<file path="config.mk">
export PLATFORM = sky130hd
export DESIGN_NAME = date_string_to_epoch_seconds_flat
export DESIGN_NICKNAME = d
export VERILOG_FILES = /design/src/rtl/dse_pkg.sv /design/src/rtl/dse_if.sv /design/src/rtl/dse_parse.sv /design/src/rtl/dse_calc.sv /design/src/rtl/dse_sum.sv /design/src/rtl/date_string_to_epoch_seconds.sv /design/src/flat_wrapper.sv
export SDC_FILE = /design/constraint.sdc
export NUM_CORES = 1
export LEC_CHECK = 0
export BUFFER_PORTS_ARGS = -buffer_cell sky130_fd_sc_hd__buf_2
export CORE_UTILIZATION = 55
export CTS_CLUSTER_DIAMETER = 200
export CTS_CLUSTER_SIZE = 40
export DETAILED_ROUTE_END_ITERATION = 16
export GPL_ROUTABILITY_DRIVEN = 1
export PLACE_DENSITY = 0.71
export SYNTH_ARGS = -nofsm -noshare
export SYNTH_HDL_FRONTEND = slang
export SYNTH_SLANG_ARGS = --single-unit
export TNS_END_PERCENT = 1
</file>
<file path="constraint.sdc">
create_clock -name clk -period 6.1 [get_ports clk]
set_clock_uncertainty 0.15 [all_clocks]
set_input_delay 0.305 -clock clk [delete_from_list [all_inputs] [get_ports clk]]
set_output_delay 0.305 -clock clk [all_outputs]
set_load 0.03 [all_outputs]
</file>
<file path="src/rtl/dse_pkg.sv">
package dse_pkg;

    localparam int unsigned CHAR_W  = 8;
    localparam int unsigned FIELD_W = 7;
    localparam int unsigned DAYS_W  = 16;
    localparam int unsigned SECS_W  = 33;

    localparam logic [CHAR_W-1:0] CH_NUL   = 8'h00;
    localparam logic [CHAR_W-1:0] CH_ZERO  = 8'h30;
    localparam logic [CHAR_W-1:0] CH_NINE  = 8'h39;
    localparam logic [CHAR_W-1:0] CH_COLON = 8'h3A;
    localparam logic [CHAR_W-1:0] CH_P     = 8'h70;

    localparam logic [FIELD_W-1:0] MONTH_MAX  = 7'd12;
    localparam logic [FIELD_W-1:0] DAY_MAX    = 7'd31;
    localparam logic [FIELD_W-1:0] MINUTE_MAX = 7'd59;
    localparam logic [FIELD_W-1:0] HOUR_ROLL  = 7'd24;
    localparam logic [FIELD_W-1:0] HOUR_MAX   = 7'd23;
    localparam logic [FIELD_W-1:0] PM_OFFSET  = 7'd12;

    // years counted from 2000; 2000 - 1970 = 30, leap base (1999)/4 = 499 .. minus 492
    localparam logic [7:0]  YEAR_OFFSET = 8'd30;
    localparam logic [10:0] YEAR_M1     = 11'd1999;
    localparam logic [9:0]  LEAP_BASE   = 10'd492;
    localparam logic [8:0]  DAYS_YEAR   = 9'd365;

    localparam logic [16:0] SECS_DAY    = 17'd86400;
    localparam logic [11:0] SECS_HOUR   = 12'd3600;
    localparam logic [5:0]  SECS_MINUTE = 6'd60;

    typedef enum logic [2:0] {
        PAIR_MONTH  = 3'd0,
        PAIR_DAY    = 3'd1,
        PAIR_HOUR   = 3'd2,
        PAIR_MINUTE = 3'd3,
        PAIR_YEAR   = 3'd4,
        PAIR_PM     = 3'd5,
        PAIR_DONE   = 3'd6
    } pair_t;

    typedef struct packed {
        pair_t              pair_index;
        logic               half_pair;
        logic [FIELD_W-1:0] tens_value;
        logic [FIELD_W-1:0] month_value;
        logic [FIELD_W-1:0] day_value;
        logic [FIELD_W-1:0] hour_value;
        logic [FIELD_W-1:0] minute_value;
        logic [FIELD_W-1:0] year_value;
        logic               year_seen;
        logic               pm_seen;
        logic               parse_failed;
    } parse_state_t;

    typedef struct packed {
        logic               failed;
        logic [FIELD_W-1:0] month;
        logic [FIELD_W-1:0] day;
        logic [FIELD_W-1:0] hour;
        logic [FIELD_W-1:0] minute;
        logic [FIELD_W-1:0] year;
        logic               pm;
    } snap_t;

    typedef struct packed {
        logic              failed;
        logic [DAYS_W-1:0] days;
        logic [4:0]        hour;
        logic [5:0]        minute;
    } calc_t;

    function automatic logic [8:0] days_before_month(input logic [FIELD_W-1:0] month);
        logic [8:0] d;
        case (month)
            7'd1:    d = 9'd0;
            7'd2:    d = 9'd31;
            7'd3:    d = 9'd59;
            7'd4:    d = 9'd90;
            7'd5:    d = 9'd120;
            7'd6:    d = 9'd151;
            7'd7:    d = 9'd181;
            7'd8:    d = 9'd212;
            7'd9:    d = 9'd243;
            7'd10:   d = 9'd273;
            7'd11:   d = 9'd304;
            7'd12:   d = 9'd334;
            default: d = 9'd0;
        endcase
        return d;
    endfunction

endpackage

</file>
<file path="src/rtl/dse_if.sv">
interface dse_char_if;
    logic       valid;
    logic       ready;
    logic [7:0] text_char;
    logic       last_char;

    modport source (output valid, output text_char, output last_char, input ready);
    modport sink   (input valid, input text_char, input last_char, output ready);
endinterface

interface dse_result_if;
    logic        valid;
    logic        ready;
    logic [32:0] epoch_seconds;
    logic        error;

    modport source (output valid, output epoch_seconds, output error, input ready);
    modport sink   (input valid, input epoch_seconds, input error, output ready);
endinterface

interface dse_cfg_if;
    logic       valid;
    logic       ready;
    logic [6:0] default_year;

    modport source (output valid, output default_year, input ready);
    modport sink   (input valid, input default_year, output ready);
endinterface

</file>
<file path="src/rtl/dse_parse.sv">
module dse_parse (
    input  logic                   clk,
    input  logic                   rst_n,
    dse_char_if.sink               chars,
    input  logic [6:0]             default_year,
    input  logic                   snap_take,
    output logic                   snap_valid,
    output dse_pkg::snap_t         snap
);
    import dse_pkg::*;

    parse_state_t st_reg;
    parse_state_t st_next;
    logic         snap_valid_reg;
    snap_t        snap_reg;
    snap_t        snap_next;
    logic         stage_take;
    logic         accept;

    assign stage_take   = !snap_valid_reg || snap_take;
    assign chars.ready  = stage_take;
    assign accept       = chars.valid && stage_take;
    assign snap_valid   = snap_valid_reg;
    assign snap         = snap_reg;

    always_comb
    begin
        logic               tens_ok;
        logic               digit_ok;
        logic [FIELD_W-1:0] v;
        logic [7:0]         off;
        logic               short;

        off      = chars.text_char - CH_ZERO;
        tens_ok  = chars.text_char >= CH_ZERO && chars.text_char <= CH_COLON;
        digit_ok = chars.text_char >= CH_ZERO && chars.text_char <= CH_NINE;
        v        = st_reg.tens_value + FIELD_W'(off[3:0]);
        st_next  = st_reg;

        if (chars.text_char == CH_NUL)
        begin
            if (!st_reg.parse_failed && st_reg.pair_index != PAIR_DONE)
            begin
                if (st_reg.pair_index inside {PAIR_MONTH, PAIR_DAY, PAIR_HOUR, PAIR_MINUTE})
                    st_next.parse_failed = 1'b1;
                else
                    st_next.pair_index = PAIR_DONE;
            end
        end
        else if (!st_reg.parse_failed && st_reg.pair_index != PAIR_DONE)
        begin
            if (st_reg.pair_index == PAIR_PM)
            begin
                st_next.pm_seen    = chars.text_char == CH_P;
                st_next.pair_index = PAIR_DONE;
            end
            else if (!st_reg.half_pair)
            begin
                if (tens_ok)
                begin
                    st_next.tens_value = FIELD_W'(off[3:0] * 4'd10);
                    st_next.half_pair  = 1'b1;
                end
                else if (st_reg.pair_index == PAIR_YEAR)
                begin
                    st_next.pm_seen    = chars.text_char == CH_P;
                    st_next.pair_index = PAIR_DONE;
                end
                else
                    st_next.parse_failed = 1'b1;
            end
            else
            begin
                st_next.half_pair = 1'b0;
                if (!digit_ok)
                begin
                    if (st_reg.pair_index == PAIR_YEAR)
                        st_next.pair_index = PAIR_DONE;
                    else
                        st_next.parse_failed = 1'b1;
                end
                else
                begin
                    unique case (st_reg.pair_index)
                        PAIR_MONTH:
                        begin
                            st_next.month_value = v;
                            if (v == '0 || v > MONTH_MAX)
                                st_next.parse_failed = 1'b1;
                        end
                        PAIR_DAY:
                        begin
                            st_next.day_value = v;
                            if (v == '0 || v > DAY_MAX)
                                st_next.parse_failed = 1'b1;
                        end
                        PAIR_HOUR:
                            st_next.hour_value = v;
                        PAIR_MINUTE:
                        begin
                            st_next.minute_value = v;
                            if (v > MINUTE_MAX)
                                st_next.parse_failed = 1'b1;
                        end
                        default:
                        begin
                            st_next.year_value = v;
                            st_next.year_seen  = 1'b1;
                        end
                    endcase
                    st_next.pair_index = pair_t'(st_reg.pair_index + 3'd1);
                end
            end
        end

        short = st_next.pair_index inside {PAIR_MONTH, PAIR_DAY, PAIR_HOUR, PAIR_MINUTE};
        snap_next.failed = st_next.parse_failed || short;
        snap_next.month  = st_next.month_value;
        snap_next.day    = st_next.day_value;
        snap_next.hour   = st_next.hour_value;
        snap_next.minute = st_next.minute_value;
        snap_next.year   = st_next.year_seen ? st_next.year_value : default_year;
        snap_next.pm     = st_next.pm_seen;
    end

    always_ff @(posedge clk or negedge rst_n)
    begin
        if (!rst_n)
        begin
            st_reg         <= '0;
            snap_valid_reg <= 1'b0;
        end
        else
        begin
            if (accept)
                st_reg <= chars.last_char ? parse_state_t'('0) : st_next;
            if (stage_take)
                snap_valid_reg <= accept && chars.last_char;
        end
    end

    always_ff @(posedge clk)
    begin
        if (stage_take)
            snap_reg <= snap_next;
    end

endmodule

</file>
<file path="src/rtl/dse_calc.sv">
module dse_calc (
    input  logic           clk,
    input  logic           rst_n,
    input  logic           snap_valid,
    input  dse_pkg::snap_t snap,
    output logic           snap_take,
    input  logic           calc_take,
    output logic           calc_valid,
    output dse_pkg::calc_t calc
);
    import dse_pkg::*;

    logic  calc_valid_reg;
    calc_t calc_reg;
    calc_t calc_next;

    assign snap_take  = !calc_valid_reg || calc_take;
    assign calc_valid = calc_valid_reg;
    assign calc       = calc_reg;

    always_comb
    begin
        logic [FIELD_W-1:0] h;
        logic [5:0]         d;
        logic [11:0]        quarter;
        logic [16:0]        days;
        logic               leap;

        h = snap.hour;
        d = snap.day[5:0];
        if (snap.hour == HOUR_ROLL)
        begin
            h = '0;
            d = snap.day[5:0] + 6'd1;
        end
        if (snap.pm)
            h = h + PM_OFFSET;

        quarter = (12'(YEAR_M1) + 12'(snap.year)) >> 2;
        leap    = snap.year[1:0] == 2'b00 && snap.month >= 7'd3;
        days    = 17'((8'(snap.year) + YEAR_OFFSET) * DAYS_YEAR)
                + 17'(quarter) - 17'(LEAP_BASE)
                + 17'(leap)
                + 17'(days_before_month(snap.month))
                + 17'(d) - 17'd1;

        calc_next.failed = snap.failed || h > HOUR_MAX;
        calc_next.days   = days[DAYS_W-1:0];
        calc_next.hour   = h[4:0];
        calc_next.minute = snap.minute[5:0];
    end

    always_ff @(posedge clk or negedge rst_n)
    begin
        if (!rst_n)
            calc_valid_reg <= 1'b0;
        else if (snap_take)
            calc_valid_reg <= snap_valid;
    end

    always_ff @(posedge clk)
    begin
        if (snap_take)
            calc_reg <= calc_next;
    end

endmodule

</file>
<file path="src/rtl/dse_sum.sv">
module dse_sum (
    input  logic           clk,
    input  logic           rst_n,
    input  logic           calc_valid,
    input  dse_pkg::calc_t calc,
    output logic           calc_take,
    dse_result_if.source   result
);
    import dse_pkg::*;

    logic              valid_reg;
    logic [SECS_W-1:0] secs_reg;
    logic [SECS_W-1:0] secs_next;
    logic              error_reg;

    assign calc_take            = !valid_reg || result.ready;
    assign result.valid         = valid_reg;
    assign result.epoch_seconds = secs_reg;
    assign result.error         = error_reg;

    always_comb
    begin
        secs_next = SECS_W'(calc.days * SECS_DAY)
                  + SECS_W'(calc.hour * SECS_HOUR)
                  + SECS_W'(calc.minute * SECS_MINUTE);
        if (calc.failed)
            secs_next = '0;
    end

    always_ff @(posedge clk or negedge rst_n)
    begin
        if (!rst_n)
            valid_reg <= 1'b0;
        else if (calc_take)
            valid_reg <= calc_valid;
    end

    always_ff @(posedge clk)
    begin
        if (calc_take)
        begin
            secs_reg  <= secs_next;
            error_reg <= calc.failed;
        end
    end

endmodule

</file>
<file path="src/rtl/date_string_to_epoch_seconds.sv">
// Date string to seconds since 1970.
// chars:  one character item per handshake (text_char, last_char). The string
//         MMDDhhmm[yy][p] is parsed as it streams; the item with last_char set
//         closes the string.
// result: one item per closed string: epoch_seconds and error (seconds are 0
//         on error). Nothing comes out for other characters.
// cfg:    default_year, the two-digit year used when the string has none.
//         Always ready; write only while no string is in flight.
// Throughput: one character item per cycle while chars.ready is high.
// The result passes through the parse output register, which loads at the
// edge that accepts the last character, then the calendar stage register,
// then the seconds output register.
// Stall: each stage holds while its successor is full; chars.ready drops
// only when the parse output register is full and cannot move on.
// Reset: parse state cleared, pipeline empty, default_year = 0.
module date_string_to_epoch_seconds (
    input  logic          clk,
    input  logic          rst_n,
    dse_char_if.sink      chars,
    dse_result_if.source  result,
    dse_cfg_if.sink       cfg
);
    import dse_pkg::*;

    logic [FIELD_W-1:0] default_year_reg;
    logic               snap_valid;
    logic               snap_take;
    snap_t              snap;
    logic               calc_valid;
    logic               calc_take;
    calc_t              calc;

    assign cfg.ready = 1'b1;

    always_ff @(posedge clk or negedge rst_n)
    begin
        if (!rst_n)
            default_year_reg <= '0;
        else if (cfg.valid)
            default_year_reg <= cfg.default_year;
    end

    dse_parse u_parse (
        .clk          (clk),
        .rst_n        (rst_n),
        .chars        (chars),
        .default_year (default_year_reg),
        .snap_take    (snap_take),
        .snap_valid   (snap_valid),
        .snap         (snap)
    );

    dse_calc u_calc (
        .clk        (clk),
        .rst_n      (rst_n),
        .snap_valid (snap_valid),
        .snap       (snap),
        .snap_take  (snap_take),
        .calc_take  (calc_take),
        .calc_valid (calc_valid),
        .calc       (calc)
    );

    dse_sum u_sum (
        .clk        (clk),
        .rst_n      (rst_n),
        .calc_valid (calc_valid),
        .calc       (calc),
        .calc_take  (calc_take),
        .result     (result)
    );

endmodule
</file>
<file path="src/flat_wrapper.sv">
// flat-port wrapper written by rule: the top's interface ports become plain ports
module date_string_to_epoch_seconds_flat import dse_pkg::*;
  (clk, rst_n, chars_valid, chars_text_char, chars_last_char, chars_ready, result_valid, result_epoch_seconds, result_error, result_ready, cfg_valid, cfg_default_year, cfg_ready);
  dse_char_if chars_i ();
  dse_result_if result_i ();
  dse_cfg_if cfg_i ();
  input  logic clk;
  input  logic rst_n;
  input wire logic [$bits(chars_i.valid)-1:0] chars_valid;
  input wire logic [$bits(chars_i.text_char)-1:0] chars_text_char;
  input wire logic [$bits(chars_i.last_char)-1:0] chars_last_char;
  output wire logic [$bits(chars_i.ready)-1:0] chars_ready;
  output wire logic [$bits(result_i.valid)-1:0] result_valid;
  output wire logic [$bits(result_i.epoch_seconds)-1:0] result_epoch_seconds;
  output wire logic [$bits(result_i.error)-1:0] result_error;
  input wire logic [$bits(result_i.ready)-1:0] result_ready;
  input wire logic [$bits(cfg_i.valid)-1:0] cfg_valid;
  input wire logic [$bits(cfg_i.default_year)-1:0] cfg_default_year;
  output wire logic [$bits(cfg_i.ready)-1:0] cfg_ready;
  assign chars_i.valid = chars_valid;
  assign chars_i.text_char = chars_text_char;
  assign chars_i.last_char = chars_last_char;
  assign chars_ready = chars_i.ready;
  assign result_valid = result_i.valid;
  assign result_epoch_seconds = result_i.epoch_seconds;
  assign result_error = result_i.error;
  assign result_i.ready = result_ready;
  assign cfg_i.valid = cfg_valid;
  assign cfg_i.default_year = cfg_default_year;
  assign cfg_ready = cfg_i.ready;
  date_string_to_epoch_seconds u_core (.clk(clk), .rst_n(rst_n), .chars(chars_i), .result(result_i), .cfg(cfg_i));
endmodule
</file>
==> impl_results.md <==
- Status: complete, no violations
- Max Cap Viol: 0
- RSZ-0062 raised after global routing: yes
- P&R area growth vs syn: 9.25%
- TritonCTS clock tree: built
- Crit start category: register
- Slowest-stage cell, CP: or4_4
- FP Rows: 58
- Worst-path clk slew: 70 ps
- Total CTS buffers: 17
- R2R Path Start: u_core.u_calc.calc[14]
- Syn Std Cell Area: 14300 sq um
- 1st-iter DRT viols: 666
- N_diodes: 0
- Drt drc: 0
- Die width: 164 microns
- Synth unique cells: 77
- GRT overflow: 0
- R2R depth: 18
- Clock root cell: clkbuf_16
- Die Area: 26700 sq um
- Sequential area share after synthesis: 30.9%
- Hold Crit Start: chars_valid
- CP required: 6100 ps
- Ys async rst share: 35.0%
- Min-Delay Path Depth: 2
- Routed via count: 9716
- Chip height: 164 microns
- Worst r2r dst: u_core.u_sum.result.epoch_seconds[31]
- Worst Max-Slew Pin Slew: 1220 ps
- Vias per Instance: 5.38
- Critical Path Max Stage Delay: 580 ps
- CTS Sinks: 160
- Final Hold Fails: 0
- Vias in the first global route: 9603
- Setup violators final: 0
- Clock Latency Late Sink: 440 ps
- Routability cong.: 0.894
- Number of flip-flops under the largest register name: 46
- Core Region: 25400 sq um
- First-pass detailed-route iteration total: 5
- Setup_tns: 0 ps
- R2R Setup Slk: 290 ps
- Worst-path fanout max: 6
- Hold Path Class: input port to register
- Initial Util: 56.5%
- WS Path Type: register to register
- Critical path endpoint category: register
- Layout cells sized above 1: 11.3%
- Drt wl/cell: 14.7 microns
- Hold endpoint: u_core.u_parse.st_reg[2]
- Routed Antenna Nets: 0
- #FFs+latches synth: 160
- Fin. max-slew vios: 0
- Storage cell area: 4430 sq um
- CP bufs+invs: 2
- Cells after Synth: 1407
- First-pass GRT wire length: 44900 microns
- Slew HR: 18.0%
- Fin crit period: 5810 ps
- Main synth FF type: edfxtp_1
- Highest Clock Rate: 0.172 GHz
- H-tree depth: 4
- Critical-path cell list: ha_1, fa_1, fa_1, ha_1, inv_1, fa_1, inv_1, ha_1, a21oi_1, o21ai_1, a211oi_1, a21o_1, a31oi_1, o21a_1, or4_4, nor4_2, xnor2_1, nor2_1
- Port bufs: 54
- Final Util: 61.7%
- Tcrit/Tclk final: 95.2%
- DP HPWL: 20500 microns
- Multi-input gate area: 8970 sq um
- Largest net degree at the start of global routing: 57
- Yosys warning total: 0
- Nets@finish: 1800
- Syn_area_per_cell: 10.2 sq um
- Number of fill cells: 2130
- Total GRT Usage: 20.9%
- Num ports: 58
- Top delay family on crit path: adder cells
- Initial antenna violation count: 0
- EDFF count, synth: 95
- Crit path arrival time: 5810 ps
- CTS Buffer Depth: 2
- Final wirelength: 26500 microns
## cell usage after synthesis, drive strengths merged (9+ instances only)
cell	count	area share, %
clkbuf	30	0.78
xor2	42	2.6
a21o	20	1.1
or2	10	0.44
dfrtp	56	9.8
nand2	75	2.0
buf	10	0.44
ha	223	19
nand4	9	0.39
o21ai	54	1.9
nor2b	15	0.65
mux2	26	2.0
xnor2	49	3.0
a31oi	9	0.39
nor2	79	2.1
a21oi	78	2.7
nand2b	15	0.67
nor3	23	0.84
inv	229	6.0
mux2i	15	1.1
fa	92	13
edfxtp	95	20
dfxtp	9	1.3
a22o	26	1.6
nand3	24	0.84
## cells in the final DEF, fill, tap and decap left out, types with 14 or more instances in the layout
master     instances
inv_1            226
ha_1             222
edfxtp_1          95
fa_1              92
nor2_1            78
a21oi_1           74
nand2_1           73
dfrtp_1           56
buf_2             54
xnor2_1           49
o21ai_0           45
xor2_1            42
mux2_2            26
a22o_1            26
nand3_1           23
nor3_1            21
a21o_1            19
clkbuf_16         17
nor2b_1           15
buf_4             15
mux2i_1           14
nand2b_1          14
## per-layer routing
metal	vias to the layer above	GRT usage, %	routed length, microns
li1	4909	-	-
met1	4633	27.7	12500
met2	152	35.7	13000
met3	22	2.92	751
met4	0	5.43	301
met5	-	0	0
## repair_timing
item	4_1_cts	5_1_grt
gates resized for setup	0	19
hold buffers	8	0
endpoints found under the hold margin	63	0
setup endpoints to repair	0	12
buffers inserted	0	3
## final cells by class
class,count,share of cell area (%)
flip-flops and latches,160,28.3
multi-input cells,979,57.2
repair buffers,77,2.95
clock buffers,18,2.74
inverters,229,5.48
clock inverters,14,0.679
well taps,330,2.63
## cell families after synthesis
kind of cell	share of synthesized area (%)
AOI/OAI and AO/OA	11.2
xor gates and xnor gates	5.56
adders and majority gates	32.3
buffers and inverters	7.21
DFF	30.9
muxes	3.27
other	0.0523
and+or+nand+nor	9.50
## worst max path at each step
stage | slack [ps] | start | depth (start not counted) | to
global route | -60 | u_core.u_calc.calc[16] | 18 | u_core.u_sum.result.epoch_seconds[31]
detailed placement | 40 | u_core.u_parse.snap[2] | 24 | u_core.u_calc.calc[26]
CTS | 20 | u_core.u_parse.snap[2] | 24 | u_core.u_calc.calc[26]
floorplan | 300 | u_core.u_parse.snap[2] | 24 | u_core.u_calc.calc[26]
global placement | 250 | u_core.u_parse.snap[2] | 24 | u_core.u_calc.calc[26]
finish | 290 | u_core.u_calc.calc[14] | 18 | u_core.u_sum.result.epoch_seconds[31]
## stage by stage
step	hold slack [ps]	setup WS, ps	cells	instance area [sq um]
2_1_floorplan	-141	301	1408	14400
3_3_place_gp	250	253	1764	15000
3_5_place_dp	255	43.3	1764	15000
4_1_cts	4.79	24.4	1804	15600
5_1_grt	10.9	-56.4	1807	15700
6_report	12.6	291	1807	15700
## worst reg2reg max path: cells and delay by family (launching register included)
family | cells | cell delay, ps
AO/OA/AOI/OAI | 6 | 1220
buffers and inverters | 2 | 90
XOR/XNOR | 1 | 160
AND/OR/NAND/NOR | 3 | 910
adder cells (fa/ha/maj) | 6 | 2500
flip-flops | 1 | 500
Power is left out: the tool's default activity adds up to more than one toggle a clock period on the data nets, which glitch-free logic cannot reach.
